## src/rtl/firlt_pkg.sv

```systemverilog
`timescale 1ns / 1ps
// ----------------------------------------------------------------------------
// firlt_pkg: shared types and constants for the loadable-tap FIR filter
// Sizes of the coefficient and history stores, datapath widths, item kinds,
// sequencer states and the control bundle of the multiply-accumulate unit.
// ----------------------------------------------------------------------------
package firlt_pkg;

  localparam int MAX_TAPS    = 256;
  localparam int SAMPLE_BITS = 16;

  localparam int TAP_IDX_W   = $clog2(MAX_TAPS);
  localparam int TAP_CNT_W   = $clog2(MAX_TAPS + 1);
  localparam int PROD_W      = 2 * SAMPLE_BITS;
  localparam int ACC_W       = PROD_W + $clog2(MAX_TAPS);

  localparam int CFG_W       = 9;
  localparam int INDEX_W     = 8;

  localparam logic KIND_LOAD   = 1'b0;
  localparam logic KIND_SAMPLE = 1'b1;

  typedef enum logic [1:0] {
    S_IDLE,
    S_RUN,
    S_DRAIN
  } seq_state_t;

  typedef struct packed {
    logic clear;
    logic en;
  } mac_ctl_t;

endpackage

```

## src/rtl/firlt_mac.sv

```systemverilog
`timescale 1ns / 1ps
// ----------------------------------------------------------------------------
// firlt_mac: shared multiply-accumulate unit
// Registers one sample-by-tap product per enabled cycle, then adds it into a
// wide accumulator. Clear zeroes the accumulator at the start of a sample.
// ----------------------------------------------------------------------------
module firlt_mac
  import firlt_pkg::*;
(
  input  logic                          clk,
  input  logic                          rst,
  input  mac_ctl_t                      ctl,
  input  logic signed [SAMPLE_BITS-1:0] a,
  input  logic signed [SAMPLE_BITS-1:0] b,
  output logic signed [ACC_W-1:0]       acc,
  output logic                          busy
);

  logic signed [PROD_W-1:0] prod;
  logic                     prod_vld;

  always_ff @(posedge clk) begin
    if (ctl.en) begin
      prod <= a * b;
    end
  end

  always_ff @(posedge clk) begin
    if (rst) begin
      prod_vld <= 1'b0;
    end else begin
      prod_vld <= ctl.en;
    end
  end

  always_ff @(posedge clk) begin
    if (rst || ctl.clear) begin
      acc <= '0;
    end else if (prod_vld) begin
      acc <= acc + ACC_W'(prod);
    end
  end

  assign busy = prod_vld;

endmodule

```

## config.mk

```make
export PLATFORM = sky130hd
export DESIGN_NAME = firlt_mac
export DESIGN_NICKNAME = d
export VERILOG_FILES = /design/src/rtl/firlt_pkg.sv /design/src/rtl/firlt_mac.sv
export SDC_FILE = /design/constraint.sdc
export NUM_CORES = 1
export LEC_CHECK = 0
export BUFFER_PORTS_ARGS = -buffer_cell sky130_fd_sc_hd__buf_2
export CAP_MARGIN = 0
export CORE_MARGIN = 3
export CORE_UTILIZATION = 55
export CTS_CLUSTER_SIZE = 40
export DETAILED_ROUTE_END_ITERATION = 6
export PLACE_DENSITY = 0.82
export SLEW_MARGIN = 20
export SYNTH_ARGS = -nofsm -noshare
export SYNTH_HDL_FRONTEND = slang
export SYNTH_SLANG_ARGS = --single-unit
```

## constraint.sdc

```tcl
create_clock -name clk -period 9.73 [get_ports clk]
set_input_delay 1.4595 -clock clk [delete_from_list [all_inputs] [get_ports clk]]
set_output_delay 1.4595 -clock clk [all_outputs]
set_load 0.05 [all_outputs]
```

After elaboration in Yosys (flattened, before gate mapping)
Index checks and enable logic that the tools add are counted.
{"block": "op_classes", "n_div": 0, "mux": 0, "addsub": 1, "n_lt_le_gt_ge": 0, "reduce_logical": 1, "n_shift": 0, "mul": 1, "n_eq_ne": 0, "bitwise_logic": 0}
{"cell": "40-bit by 32-bit adder with 40-bit output", "count": 1}
{"cell": "16-bit by 16-bit multiplier with 32-bit output", "count": 1}
{"cell": "1-bit logical OR", "count": 1}
{"block": "totals", "mem_bits_ro": 0, "latch_bits": 0, "ramBits": 0, "mem_count": 0, "ff_bits": 73, "output_inout_bits": 41}

Depth between registers and ports, before layout
Gate-level depths: netlist (run 1).
{"block": "depth", "depth_word": 1, "depth_mapped": 25, "mapped_depth_nobuf": 23}

Worst setup path after synthesis (run 1)
Ideal clock, no wire load.
{"block": "synth_path", "kind": "input port to flip-flop", "startpoint": "input port a[7]", "endpoint": "register prod[31] (data pin)", "path_buffers": 1, "setup_time_ns": 0.260, "cell_stages": 23, "required_time_ns": 9.470, "setup_slack_ns": 2.391, "t_arrival_ns": 7.079, "path_cell_list": "clkbuf_1 > nand2_1 > fa_1 > inv_1 > fa_1 > inv_1 > fa_1 > inv_1 > fa_1 > fa_1 > inv_1 > fa_1 > inv_1 > ha_1 > and3_1 > and2_4 > a221o_1 > and2_1 > a211o_1 > a211o_1 > a31o_1 > a21oi_2 > xnor2_1"}
{"block": "synth_between", "elab_chain_len": 1}
{"element": "start, declared", "line": "firlt_mac.sv:13", "rtl": "input logic signed [SAMPLE_BITS-1:0] a,"}
{"element": "16-bit by 16-bit multiplier with 32-bit output", "line": "firlt_mac.sv:24", "rtl": "prod <= a * b;"}
{"element": "end signal, assigned", "line": "firlt_mac.sv:24"}
{"element": "end, declared", "line": "firlt_mac.sv:19", "rtl": "logic signed [PROD_W-1:0] prod;"}
Every way passes these cells.
A chain may end at the register's enable or synchronous reset.

Final worst setup path (run 1)
{"block": "layout_path", "startpoint": "input port b[3]", "endpoint": "register prod[30] (data pin)"}
{"block": "layout_between", "elab_chain_len": 1}
{"element": "start, declared", "line": "firlt_mac.sv:14", "rtl": "input logic signed [SAMPLE_BITS-1:0] b,"}
{"element": "16-bit by 16-bit multiplier with 32-bit output", "line": "firlt_mac.sv:24"}
Every way passes these cells.

==> flow_summary.toml, run 1 <==
[status]
status = "complete, no violations"

[cells_and_area]
nFillCells = 2062
fin_cells = 1888
finalNetCount = 1973
most-common-layout-cells = "inv_1, fa_1, nand2_1, and2_1, ha_1"
regArea_mm2 = 0.00178
multi_input_area_mm2 = 0.0110
diodes = 0
drive_gt1_share_pct = 7.19
mostFrequentLayoutCell = "inv_1"
area_growth_pct = 6.68

[sta]
min_period_ps = 7420
rsz0062_at_grt = "false"
finalCritPeriodShare_pct = 76.2
clock_skew_ps = 11.3
fmax_ghz = 0.135
hold_viol_final = 0
worst_slew_pin_slew_ps = 1080
relSlewSlack_pct = 27.8
finalSetupViolCount = 0
drv_slew = 0
timing.final.ws_setup_ps = 2310
tns_ps = 0

[die]
die_w_um = 166
std_cell_rows = 58
core_mm2 = 0.0252
start_util_pct = 56.1
io_pins = 77
dieArea_mm2 = 0.0276
die_h_um = 166

[cts]
cts_made_buffers = 9
clkTransAtPathRegs_ps = 60
cts_resized = 0
clk_latency_ps = 340
cts_tree = "built"
cts_max_level = 3
root_buffer = "clkbuf_16"
cts_max_path_buffers = 2
cts_sinks = 73
cts_setup_buffers = 0
cts_hold_buf = 0

[routing]
drc = 0
route.vias.total = 10500
avgViaCountPerCell = 5.56
wl_per_cell_um = 17.2
detail-route-antenna-nets = 0
wl_um = 32400
drt_iter0_drc = 727
dr.pass1.iters = 7

[setup_path]
reg2reg_from = "acc[0]"
start_kind = "primary input"
criticalPathCategory = "primary input to register"
r2r-end = "acc[36]"
r2r_cells = 13
r2r_setup_slack_ps = 6350
required_ps = 9810
crit_fanout = 16
end_kind = "register"
critPathArrivalTime_ps = 7500

[min_path]
hp-start = "acc[32]"
min_to = "acc[32]"
holdPathStages = 2
hp-class = "register to register"

[yosys]
synthArstFlopShare_pct = 0
ys_types = 65
syn_nets = 1932
syn-cell-area_mm2 = 0.0141
ys.flop_type = "dfxtp_1"
synth.avg_cell_area_um2 = 9.34
yosysSeqAreaShare_pct = 12.6
synthCells = 1512
ys_warn_count = 0
synth_edf_count = 32
synth_seq_cells = 73

[placed_design]
dp.cells = 1872
portBuffers = 76
pre_cts_ws_ps = 2010
dpl.hpwl_um = 26500
gp_congestion = 0.933

[grt]
globalRouteOverflowTotal = 0
grt_max_degree = 39
track_usage_pct = 23.9
grt_pass1_vias = 11300
antenna_found_initial = 0
grt_pass1_wl_um = 54600

[run]
max_cap_violations = 0
how the worst max path moves through the flow:
stage / start / to / slack (ps) / cells past startpoint
floorplan: a[7] / prod[31] / 2390 / 23
global placement: b[2] / prod[30] / 2160 / 23
detailed placement: b[3] / prod[30] / 2010 / 22
CTS: b[3] / prod[30] / 2360 / 22
global route: b[1] / prod[30] / 1960 / 24
finish: b[3] / prod[30] / 2310 / 22
critical path, stage by stage:
cell and delay, ps:
buf_2 340, nand2_1 170, fa_1 540, fa_1 520, fa_1 520, inv_1 50, fa_1 480, fa_1 490
inv_1 50, fa_1 470, inv_1 50, ha_1 350, a21o_1 200, a21o_1 180, a21oi_1 140, o21ai_0 90
a311o_1 340, a311oi_1 380, o21ai_1 160, a31o_1 230, a21oi_1 190, xnor2_1 100
flip-flops by register name (all words and copies together), names as in the netlist:
signal and flops:
prod 32, acc 40, busy 1
cells in the mapped netlist (all sizes together), types with 3 or more instances:
| cell | count | area [um2] |
|---|---|---|
| a211oi | 11 | 87.6 |
| a21o | 44 | 330 |
| a21oi | 55 | 279 |
| a31o | 5 | 43.8 |
| a31oi | 9 | 77.6 |
| and2 | 129 | 810 |
| and3 | 8 | 55.1 |
| clkbuf | 44 | 165 |
| dfxtp | 41 | 821 |
| edfxtp | 32 | 961 |
| fa | 263 | 5270 |
| ha | 121 | 1510 |
| inv | 298 | 1120 |
| mux2i | 27 | 270 |
| nand2 | 152 | 573 |
| nand2b | 9 | 56.3 |
| nand3 | 9 | 45.0 |
| nand4 | 5 | 31.3 |
| nor2 | 71 | 269 |
| nor2b | 5 | 31.3 |
| nor3 | 11 | 55.1 |
| o21a | 5 | 37.5 |
| o21ai | 40 | 208 |
| o21bai | 11 | 82.6 |
| o311ai | 3 | 26.3 |
| or2 | 3 | 18.8 |
| or3 | 4 | 30.0 |
| xnor2 | 50 | 438 |
| xor2 | 19 | 166 |
metrics by stage:
stage | util [%] | cell area, um2 | hold slack, ps
floorplan | - | 14100 | 568
global placement | 58.5 | 14700 | 461
detailed placement | 58.5 | 14700 | 461
CTS | 59.8 | 15100 | 470
global route | 59.8 | 15100 | 504
finish | 59.8 | 15100 | 468
per-layer routing:
metal / GRT usage (%) / share of wire, % / vias to the layer above
li1: - / - / 4807
met1: 30.8 / 40 / 5193
met2: 41.2 / 50 / 428
met3: 3.95 / 6.5 / 76
met4: 8.36 / 3.3 / 0
met5: 0 / 0 / -
cell type report:
class	instances	share of cell area, %
clock buffers	11	1.61
well taps	330	2.74
clock inverters	5	0.523
multi-input cells	1095	73.3
inverters	298	7.43
flip-flops and latches	73	11.8
repair buffers	76	2.52
kinds of logic after synthesis:
| logic type | after synthesis | synth area share, % |
|---|---|---|
| compound gates | 204 | 9.79 |
| flops | 73 | 12.6 |
| buf+inv | 344 | 9.14 |
| fa+ha+maj | 384 | 48.0 |
| xor+xnor | 69 | 4.28 |
| simple gates | 411 | 14.2 |
| mux | 27 | 1.91 |
Power of run 1 is not shown: default switching activity piles up to over one toggle a cycle in this logic, so the estimate is an artifact.
==> run 2: changes to the inputs <==
Clock period 9.73 ns to 7.1 ns, I/O delays scaled along.
==> flow_summary.toml, run 2 (synthesized netlist as in run 1, its figures left out) <==
[status]
status = "complete, no violations"

[cells_and_area]
area_growth_pct = 8.42
mostFrequentLayoutCell = "inv_1"
largest_reg_flops = 40
most-common-layout-cells = "inv_1, fa_1, nand2_1, and2_1, ha_1"
drive_gt1_share_pct = 9.28
finalNetCount = 2009
finalInstanceArea_mm2 = 0.0153
regMostFlops = "acc"
diodes = 0
fin_cells = 1924
utilization_pct = 60.8

[placed_design]
portBuffers = 76
gp_congestion = 0.926
dpl.hpwl_um = 27600
place_area_mm2 = 0.0150
dp.cells = 1908
pre_cts_ws_ps = -17.5

[cts]
clk_latency_ps = 340
cts_made_buffers = 9
cts_tree = "built"
root_buffer = "clkbuf_16"
clkTransAtPathRegs_ps = 60
cts_max_path_buffers = 2
cts_sinks = 73
cts_setup_buffers = 0
cts_hold_buf = 0
cts_max_level = 3

[grt]
grt_max_degree = 39
track_usage_pct = 23.8
globalRouteOverflowTotal = 0
antenna_found_initial = 0
grt_pass1_vias = 11300
grt_pass1_wl_um = 54800

[routing]
wl_um = 32500
route.vias.total = 10600
detail-route-antenna-nets = 0
dr.pass1.iters = 5
wl_per_cell_um = 16.9
drt_iter0_drc = 765
drc = 0
avgViaCountPerCell = 5.51

[die]
std_cell_rows = 58
core_mm2 = 0.0252
io_pins = 77
start_util_pct = 56.1
die_h_um = 166
die_w_um = 166
dieArea_mm2 = 0.0276

[sta]
worst_slew_pin_slew_ps = 1020
fmax_ghz = 0.147
rsz0062_at_grt = "false"
clock_skew_ps = 7.83
min_period_ps = 6780
hold_viol_final = 0
drv_slew = 0
finalCritPeriodShare_pct = 95.5
finalSetupViolCount = 0
timing.final.ws_setup_ps = 316
relSlewSlack_pct = 31.8

[setup_path]
start_kind = "primary input"
worstPathCellList = "buf_2 > and2_1 > fa_1 > inv_1 > fa_1 > fa_1 > inv_1 > fa_1 > fa_1 > inv_1 > fa_1 > inv_1 > ha_1 > a21o_1 > a21o_1 > a221o_1 > and2_1 > a211o_1 > a211o_1 > a31o_1 > a21oi_2 > xnor2_1"
end_kind = "register"
crit_fanout = 16
crit_buf_inv = 5
slowest_delay_ps = 520
crit_family = "adder cells"
criticalPathCategory = "primary input to register"
critPathArrivalTime_ps = 6860
crit_path_top_delay_cell = "fa_1"
required_ps = 7180
critPathMostFrequentCell = "fa_1"

[min_path]
hp-class = "register to register"

[run]
max_cap_violations = 0
run 2: cell count changes in the layout (fill, tap and decap cells not counted), sizes merged:
cell      before  now
bufinv         2    1
buf           76  112
clkinv         1    3
clkbuf        11   12
clkinvlp       2    0
run 2: final cells by class:
type                            count  area, um2
Inverter                          298       1120
Timing Repair Buffer              112        651
Sequential cell                    73       1780
Tap cell                          330        413
Multi-Input combinational cell   1095      11100
Fill cell                        2084       9870
Clock inverter                      4       43.8
Clock buffer                       12        246
run 2: tightest hold or removal path, stage by stage (launching register included):
cell,delay [ps]
dfxtp_1,320
nand2_1,60
o21ai_1,50
run 2: layer usage:
layer	track usage (%)	wire, um	up-vias
met1	31.8	13700	5292
met2	42.1	16200	362
met5	0	0	-
met4	6.06	637	0
li1	-	-	4887
met3	2.43	1980	62
run 2: through the flow:
step	hold WS, ps	TNS, ps
after global routing	518	0
after global placement	466	0
after CTS	476	0
after floorplan	568	0
after detailed placement	468	-31.8
final	473	0
run 2: path summary, 6_finish.rpt:
path	from	to	slack, ps	depth (start not counted)
worst max-delay path	b[5]	prod[31]	320	22
worst min-delay path	acc[32]	acc[32]	470	2
worst max register to register	acc[0]	acc[36]	3790	13
worst min register to register	acc[32]	acc[32]	470	2
run 2: timing repair:
action	in CTS	in global routing
gates resized for setup	0	1
endpoints found under the hold margin	0	0
endpoints found under the setup margin	0	1
Power of run 2 is left out for the same reason.
