$ cat src/rtl/firlt_pkg.sv
`timescale 1ns / 1ps
// ----------------------------------------------------------------------------
// firlt_pkg: shared types and constants for the loadable-tap FIR filter
// Sizes of the coefficient and history stores, datapath widths, item kinds,
// sequencer states and the control bundle of the multiply-accumulate unit.
// ----------------------------------------------------------------------------
package firlt_pkg;

  localparam int MAX_TAPS    = 256;
  localparam int SAMPLE_BITS = 16;

  localparam int TAP_IDX_W   = $clog2(MAX_TAPS);
  localparam int TAP_CNT_W   = $clog2(MAX_TAPS + 1);
  localparam int PROD_W      = 2 * SAMPLE_BITS;
  localparam int ACC_W       = PROD_W + $clog2(MAX_TAPS);

  localparam int CFG_W       = 9;
  localparam int INDEX_W     = 8;

  localparam logic KIND_LOAD   = 1'b0;
  localparam logic KIND_SAMPLE = 1'b1;

  typedef enum logic [1:0] {
    S_IDLE,
    S_RUN,
    S_DRAIN
  } seq_state_t;

  typedef struct packed {
    logic clear;
    logic en;
  } mac_ctl_t;

endpackage

$ cat src/rtl/firlt_sat.sv
`timescale 1ns / 1ps
// ----------------------------------------------------------------------------
// firlt_sat: round and saturate the accumulator to sample width
// Round to nearest with ties toward plus infinity, then clamp to the
// signed sample range and flag any clamping.
// ----------------------------------------------------------------------------
module firlt_sat
  import firlt_pkg::*;
(
  input  logic signed [ACC_W-1:0]       acc,
  output logic signed [SAMPLE_BITS-1:0] filtered,
  output logic                          clipped
);

  localparam int RND_W = ACC_W + 1;
  localparam int SH_W  = RND_W - (SAMPLE_BITS - 1);

  logic signed [RND_W-1:0] rnd;
  logic signed [SH_W-1:0]  shifted;
  logic [SH_W-SAMPLE_BITS:0] upper;
  logic                    sign;

  always_comb begin
    rnd      = RND_W'(acc) + RND_W'(signed'({1'b0, 1'b1, {(SAMPLE_BITS - 2){1'b0}}}));
    shifted  = SH_W'(rnd >>> (SAMPLE_BITS - 1));
    upper    = shifted[SH_W-1:SAMPLE_BITS-1];
    sign     = shifted[SH_W-1];
    clipped  = !((&upper) || !(|upper));
    if (clipped) begin
      filtered = {sign, {(SAMPLE_BITS - 1){~sign}}};
    end else begin
      filtered = shifted[SAMPLE_BITS-1:0];
    end
  end

endmodule

$ cat config.mk
export PLATFORM = sky130hd
export DESIGN_NAME = firlt_sat
export DESIGN_NICKNAME = d
export VERILOG_FILES = /design/src/rtl/firlt_pkg.sv /design/src/rtl/firlt_sat.sv
export SDC_FILE = /design/constraint.sdc
export NUM_CORES = 1
export LEC_CHECK = 0
export ABC_CLOCK_PERIOD_IN_PS = 2850
export BUFFER_PORTS_ARGS = -buffer_cell sky130_fd_sc_hd__buf_2
export CELL_PAD_IN_SITES_DETAIL_PLACEMENT = 1
export CELL_PAD_IN_SITES_GLOBAL_PLACEMENT = 1
export CORE_UTILIZATION = 31
export DETAILED_ROUTE_END_ITERATION = 10
export GPL_TIMING_DRIVEN = 1
export PLACE_DENSITY_LB_ADDON = 0.12
export REMOVE_ABC_BUFFERS = 1
export SLEW_MARGIN = 10
export SYNTH_ARGS = -nofsm -noshare
export SYNTH_HDL_FRONTEND = slang
export SYNTH_SLANG_ARGS = --single-unit
$ cat constraint.sdc
create_clock -name vclk -period 2.85
set_clock_uncertainty 0.1 [all_clocks]
set_input_delay 0.1425 -clock vclk [all_inputs]
set_output_delay 0.1425 -clock vclk [all_outputs]
set_load 0.02 [all_outputs]
* Yosys cells after proc, flatten, opt, wreduce, memory -nomap -nowiden
Cells that the tools add are included.
** Word-level totals
- Output and inout bits :: 17
- Flip-flop bits (word level) :: 0
** Cells by class
- Reduce and logical (&&, ||, !) cells :: 5
- Add/sub/neg operators :: 1
- Mux-type cells :: 1
- Bitwise operators :: 1
** Operators with widths (count)
- $add 40x16->41 const B :: 1
- $mux 16 :: 1
- $reduce_and 11->1 :: 1
- $reduce_or 11->1 :: 1
- $logic_not 1->1 :: 2
- $logic_or 1x1->1 :: 1
- $not 1->1 :: 1

* Longest topological paths before layout
Gate-level depths: netlist (run 1).
- Word-level depth :: 5
- Mapped depth :: 10
- Depth with buffers taken out :: 8

* Least setup slack after synthesis (run 1)
Ideal clock, no wire load.
- Path type :: input-to-output
- From :: input port acc[14]
- To :: output port filtered[10]
- Path buffers :: 3
- Required time :: 2608 ps
- Arrival :: 2098 ps
- Setup slack :: 510 ps
- Stages :: 10
- Cell sequence :: and3_1 -> clkbuf_1 -> and3_1 -> buf_6 -> o41ai_2 -> a31oi_1 -> or3_4 -> o21a_4 -> buf_8 -> a21oi_2
** Between the ends
- Longest elaborated chain between the ends :: 5
- Elaborated cells on any way between the ends :: 7
- Those cells by class :: add/sub: 1; mux: 1; bitwise: 1; reduce/logical: 4
** RTL lines
- start: declaration :: RTL line firlt_sat.sv:10 : input logic signed [ACC_W-1:0] acc,
- $add 40x16->41 (*) :: RTL line firlt_sat.sv:24 : rnd = RND_W'(acc) + RND_W'(signed'({1'b0, 1'b1, {(SAMPLE_BITS - 2){1'b0}}}));
- $reduce_or 11->1 :: RTL line firlt_sat.sv:28 : clipped = !((&upper) || !(|upper));
- $logic_not 1->1 :: RTL line firlt_sat.sv:28
- $logic_or 1x1->1 :: RTL line firlt_sat.sv:28
- $mux 16 (*) :: RTL line firlt_sat.sv:29 : if (clipped) begin
- end: declaration :: RTL line firlt_sat.sv:11 : output logic signed [SAMPLE_BITS-1:0] filtered,
Every way passes the cells marked *; elsewhere a longest branch is shown, timed or not.

* Final worst setup path (run 1)
- From :: input port acc[14]
- To :: output port filtered[1]
The elaborated chain is that of the path after synthesis.

==> flow_summary_export.csv, run 1 <==
group,metric,value,unit
routing,drtIter0Drc,22,
critical_path,slowest_delay,460,ps
critical_path,critPathCaptureType,"primary output",
routing,drt-vias-per-instance,5.69,
critical_path,start_kind,"input pin",
timing,max_clock_freq,0.372,GHz
critical_path,crit_buf_inv,2,
cells_and_area,ff_latch_area,0,sq um
critical_path,critical-path-slowest-cell,"sky130_fd_sc_hd__o21ai_4",
floorplanning,initial_utilization,33.4,%
logic_synthesis,synth_top_area_cell,"sky130_fd_sc_hd__a21oi_2",
routing,drt-pass1-iter-count,7,
critical_path,critical_path_peak_fanout,15,
timing,worst_pin_slew,555,ps
logic_synthesis,mappedNetlistArea,945,sq um
cells_and_area,fill_cells,383,
timing,timing.final.max_slew_violations,0,
floorplanning,ios,57,
timing,final_period_minus_worst_setup_slack,2690,ps
global_routing,grt_first_pass_wirelength,4550,um
critical_path,path_delay_family,"compound AO/OA/AOI/OAI gates",
critical_path,arrival_time_worst_endpoint,2450,ps
cells_and_area,layout.sequential_cells,0,
critical_path,setup.worst_path.end,"filtered[1]",
cells_and_area,final_cell_mix,"43 x sky130_fd_sc_hd__buf_2, 12 x sky130_fd_sc_hd__nand4_1, 9 x sky130_fd_sc_hd__xnor2_1, 9 x sky130_fd_sc_hd__a21oi_2",
routing,ant_nets,0,
routing,drt_drc_violations_left,10,
logic_synthesis,synthesized_instance_count,123,
floorplanning,core,2830,sq um
timing,slew_margin_rel,62.7,%
timing,setup_viol,0,
global_routing,maximum_number_of_pins_on_one_net_before_global_route_repair,16,
logic_synthesis,postSynthAreaPerCell,7.68,sq um
cells_and_area,layout.cells.most_common,"sky130_fd_sc_hd__buf_2",
placed_design,place.detailed.hpwl,2300,um
global_routing,grt_overflow_total,0,
power_and_ir_drop,power.total,126,uW
critical_path,path_common_cell,"sky130_fd_sc_hd__buf_2",
cells_and_area,layout_area_overhead,18.4,%
timing,setup_repair_after_global_routing_missed_its_margin,"no",
logic_synthesis,yosys_warnings,0,
cells_and_area,clockBufferCount,0,
cells_and_area,finish.utilization,39.5,%
power_and_ir_drop,ir_drop,0.0000492,V
routing,wl_per_cell,14.2,um
outcome,outcome,"finished, violations left",
floorplanning,dieWidth,57.2,um
floorplanning,placement_rows,19,
timing,period_share,94.4,%
power_and_ir_drop,power_leakage,0.000457,uW
logic_synthesis,synth.area.top_cells,"sky130_fd_sc_hd__a21oi_2 8.3%, sky130_fd_sc_hd__xnor2_1 8.3%, sky130_fd_sc_hd__nand4_1 7.9%",
cells_and_area,multi_input_comb_area,831,sq um
timing,setup_tns,0,ps
logic_synthesis,synth_seq_area_share,0,%
timing,timing_hold_violations_final,0,
power_and_ir_drop,cellPowerDensity,112,nW/um^2
critical_path,path_cells,"buf_2 > ha_1 > and3_2 > nand2_1 > o41ai_2 > a31oi_1 > or3_4 > o21ai_4 > a21oi_1 > buf_2",
clock_tree,postCtsSetupRepairBufs,0,
cells_and_area,num-nets-final,203,
cells_and_area,drive_above_1_share,44.4,%
clock_tree,cts_repair_resize_count,0,
min_path,min-delay-path-class,"input pin to primary output",
logic_synthesis,distinct_cell_type_count_of_the_synthesized_netlist,52,
routing,routed_wirelength,2710,um
flow_run,max-cap-violations,0,
logic_synthesis,post-synth-top-area-fraction,8.34,%
floorplanning,dieArea,3270,sq um
timing,hold_slack,619,ps
clock_tree,cts_hold_repair.buffers,0,
critical_path,critical_path_required,2610,ps
critical_path,critical_path.startpoint,"acc[14]",
cells_and_area,number_of_antenna_cells_inserted,0,
routing,dr_total_vias,1087,
global_routing,grt_use_total,16.9,%
critical_path,crit_cells,10,
placed_design,io_buffer_count,43,
global_routing,initial_antenna_violation_count,0,
outcome,failed_checks,"DRC",
floorplanning,dieHeight,57.2,um
global_routing,first_global_vias,1058,
placed_design,gp_congestion,0.830,
critical_path,worst-setup-path-type,"input pin to primary output",
cell type report:
cell class | count | area share (%)
Inverter | 5 | 1.68
Multi-Input combinational cell | 110 | 74.3
Tap cell | 31 | 3.47
Timing Repair Buffer | 45 | 20.6
where the power goes:
group,leakage [uW],total [uW],internal [uW],switching (uW)
logic,0.000457,126,49.9,75.9
clock network,0,0,0,0
registers,0,0,0,0
total,0.000457,126,49.9,75.9
layer usage:
layer | vias to the layer above | routed length (um) | track usage, %
li1 | 548 | - | -
met1 | 510 | 1200 | 20.1
met2 | 27 | 1390 | 34.5
met3 | 2 | 101 | 0.680
met4 | 0 | 14 | 1.05
met5 | - | 0 | 0
synth_stat cells, types with 2 or more instances:
library cell / instances
sky130_fd_sc_hd__nand4_1: 12
sky130_fd_sc_hd__a21oi_2: 9
sky130_fd_sc_hd__xnor2_1: 9
sky130_fd_sc_hd__nand2_1: 8
sky130_fd_sc_hd__xor2_1: 8
sky130_fd_sc_hd__nand3_1: 7
sky130_fd_sc_hd__a21oi_1: 6
sky130_fd_sc_hd__nor2_1: 5
sky130_fd_sc_hd__inv_1: 4
sky130_fd_sc_hd__and3_1: 3
sky130_fd_sc_hd__and4_1: 3
sky130_fd_sc_hd__o31ai_1: 3
sky130_fd_sc_hd__and3_2: 2
sky130_fd_sc_hd__buf_6: 2
sky130_fd_sc_hd__buf_8: 2
sky130_fd_sc_hd__o211ai_1: 2
sky130_fd_sc_hd__or2_2: 2
sky130_fd_sc_hd__or4_1: 2
tightest hold or removal path, stage by stage:
cell and delay [ps]:
sky130_fd_sc_hd__buf_2 110, sky130_fd_sc_hd__xnor2_1 110, sky130_fd_sc_hd__a21oi_1 60, sky130_fd_sc_hd__buf_2 150
worst min path at each step:
stage	startpoint	endpoint	slack [ps]	cells after the start
floorplan	acc[26]	filtered[11]	390	2
global placement	acc[16]	filtered[1]	610	4
detailed placement	acc[16]	filtered[1]	620	4
CTS	acc[16]	filtered[1]	620	4
global route	acc[20]	filtered[5]	660	4
finish	acc[16]	filtered[1]	620	4
metrics by stage:
| step | area, sq um | setup slack [ps] | cells |
|---|---|---|---|
| after floorplan | 850 | 515 | 115 |
| after global placement | 1120 | 174 | 191 |
| after detailed placement | 1120 | 94.5 | 191 |
| after CTS | 1120 | 101 | 191 |
| after global routing | 1120 | 19.1 | 191 |
| final | 1120 | 158 | 191 |
logic make-up after synthesis:
kind of cell,after synthesis,synth area share (%)
simple gates,59,41.2
mux,1,1.06
xor+xnor,17,15.8
buf+inv,13,12.1
compound gates,32,28.6
fa+ha+maj,1,1.32
Power figures use the tool's default switching activity.
==> run 2, diff against run 1 <==
Settings changed: ABC_CLOCK_PERIOD_IN_PS 2850 to 3200, CORE_UTILIZATION 31 to 34.
Clock period 2.85 ns to 3.2 ns, I/O delays scaled along.
==> run 2 against run 1 <==
Against the previous run: the run now ends clean; critical path depth is the same; flip-flop and latch count stayed put; power shrank 11%; worst hold slack improved by 39 ps; die area shrank 8.5%; count of clock-buffer cells in the layout unchanged; non-clock buffer count decreased by 2; largest cell class unchanged; largest power group unchanged.
==> flow_summary_export.csv, run 2 (synthesis results as in run 1) <==
group,metric,value,unit
outcome,outcome,"complete, no violations",
routing,drt_drc_violations_left,0,
global_routing,first_global_vias,973,
floorplanning,initial_utilization,37.1,%
cells_and_area,clockBufferCount,0,
timing,setup_viol,0,
flow_run,max-cap-violations,0,
power_and_ir_drop,power_leakage,0.000447,uW
timing,final_period_minus_worst_setup_slack,2800,ps
cells_and_area,layout_area_overhead,16.7,%
power_and_ir_drop,ir_drop,0.0000503,V
cells_and_area,layout.cells.most_common,"sky130_fd_sc_hd__buf_2",
routing,wl_per_cell,14.9,um
global_routing,maximum_number_of_pins_on_one_net_before_global_route_repair,16,
floorplanning,dieHeight,54.7,um
critical_path,critical_path_required,2940,ps
clock_tree,cts_repair_resize_count,0,
critical_path,path_common_cell,"sky130_fd_sc_hd__buf_2",
floorplanning,dieArea,2990,sq um
global_routing,grt_first_pass_wirelength,4410,um
timing,hold_slack,658,ps
power_and_ir_drop,switching_share,61.0,%
min_path,hold-path-endpoint,"filtered[1]",
global_routing,grt_overflow_total,0,
timing,slew_margin_rel,61.2,%
min_path,min-delay-path-class,"input pin to primary output",
min_path,hold_path.startpoint,"acc[16]",
floorplanning,placement_rows,18,
timing,timing.final.max_slew_violations,0,
global_routing,initial_antenna_violation_count,0,
routing,drtIter0Drc,12,
cells_and_area,layout.sequential_cells,0,
routing,routed_wirelength,2810,um
placed_design,place_inst,188,
cells_and_area,final_cell_count_no_fill,188,
placed_design,gp_congestion,0.851,
floorplanning,core,2540,sq um
cells_and_area,drive_above_1_share,43.7,%
cells_and_area,ff_latch_area,0,sq um
power_and_ir_drop,clkPwrFrac,0,%
routing,ant_nets,0,
power_and_ir_drop,p_int,43.4,uW
power_and_ir_drop,seq_power_share,0,%
critical_path,start_kind,"input pin",
critical_path,critical-path-slowest-cell,"sky130_fd_sc_hd__o21ai_4",
routing,drt-pass1-iter-count,4,
cells_and_area,num-nets-final,201,
cells_and_area,number_of_antenna_cells_inserted,0,
timing,postLayoutSetupSlackWorst,397,ps
timing,setup_repair_after_global_routing_missed_its_margin,"no",
clock_tree,cts_hold_repair.buffers,0,
placed_design,dp_slack,326,ps
cells_and_area,final_cell_mix,"43 x sky130_fd_sc_hd__buf_2, 12 x sky130_fd_sc_hd__nand4_1, 9 x sky130_fd_sc_hd__xnor2_1, 9 x sky130_fd_sc_hd__a21oi_2",
placed_design,io_buffer_count,43,
floorplanning,dieWidth,54.7,um
critical_path,worst-setup-path-type,"input pin to primary output",
timing,max_clock_freq,0.357,GHz
power_and_ir_drop,cellPowerDensity,101,nW/um^2
routing,dr_total_vias,1076,
floorplanning,ios,57,
critical_path,slowest_delay,480,ps
critical_path,arrival_time_worst_endpoint,2540,ps
critical_path,critical_path_peak_fanout,15,
placed_design,place.detailed.hpwl,2390,um
global_routing,grt_use_total,19.4,%
power_and_ir_drop,pwr-share-comb,100.0,%
critical_path,critPathCaptureType,"primary output",
routing,drt-vias-per-instance,5.72,
timing,timing_hold_violations_final,0,
timing,setup_tns,0,ps
timing,worst_pin_slew,577,ps
min_path,hold-path-cell-count,4,
critical_path,path_cells,"buf_2 > ha_1 > and3_2 > nand2_1 > o41ai_2 > a31oi_1 > or3_4 > o21ai_4 > a21oi_1 > buf_2",
clock_tree,postCtsSetupRepairBufs,0,
timing,period_share,87.6,%
power_and_ir_drop,power.net_switching,68.0,uW
==> run 2: cell types whose count changed in the layout (fill, tap and decap cells not counted) <==
cell / previous run / this run
sky130_fd_sc_hd__buf_4: 2 / 0
==> run 2: layer usage <==
metal  share of wire (%)  track usage [%]  wire length (um)
met1                  45             26.1              1250
met2                  52             35.9              1470
met3                 3.0                0                85
met4                   0            0.427                 0
met5                   0                0                 0
==> run 2: area by class of cell <==
cell class	count	area, sq um
inverter	5	18.8
multi-input combinational	110	831
timing repair buffer	43	215
fill	351	1440
tap	30	37.5
==> run 2: stage by stage <==
stage	total power (uW)	area, sq um	utilization (%)
3_5_place_dp	112	1100	43.3
2_1_floorplan	60.6	850	-
4_1_cts	113	1100	43.3
3_3_place_gp	108	1100	43.3
6_report	111	1100	43.3
5_1_grt	121	1100	43.3
==> run 2: power by group through the flow <==
stage | Combinational (uW) | Clock (uW) | Sequential, uW
2_1_floorplan | 60.6 | 0 | 0
3_3_place_gp | 108 | 0 | 0
3_5_place_dp | 112 | 0 | 0
4_1_cts | 113 | 0 | 0
5_1_grt | 121 | 0 | 0
6_report | 111 | 0 | 0
==> run 2: how the worst max path moves through the flow <==
| stage | end | slack, ps | from | depth (start not counted) |
|---|---|---|---|---|
| floorplan | filtered[1] | 830 | acc[14] | 8 |
| global placement | filtered[2] | 460 | acc[14] | 10 |
| detailed placement | filtered[4] | 330 | acc[14] | 10 |
| CTS | filtered[4] | 330 | acc[14] | 10 |
| global route | filtered[1] | 190 | acc[14] | 10 |
| finish | filtered[4] | 400 | acc[14] | 10 |
==> run 2: worst max-delay path: cells and delay by family <==
kind,cells,cell delay [ps]
and+or+nand+nor,3,830
buffers and inverters,2,280
adders and majority gates,1,190
AOI/OAI and AO/OA,4,1070
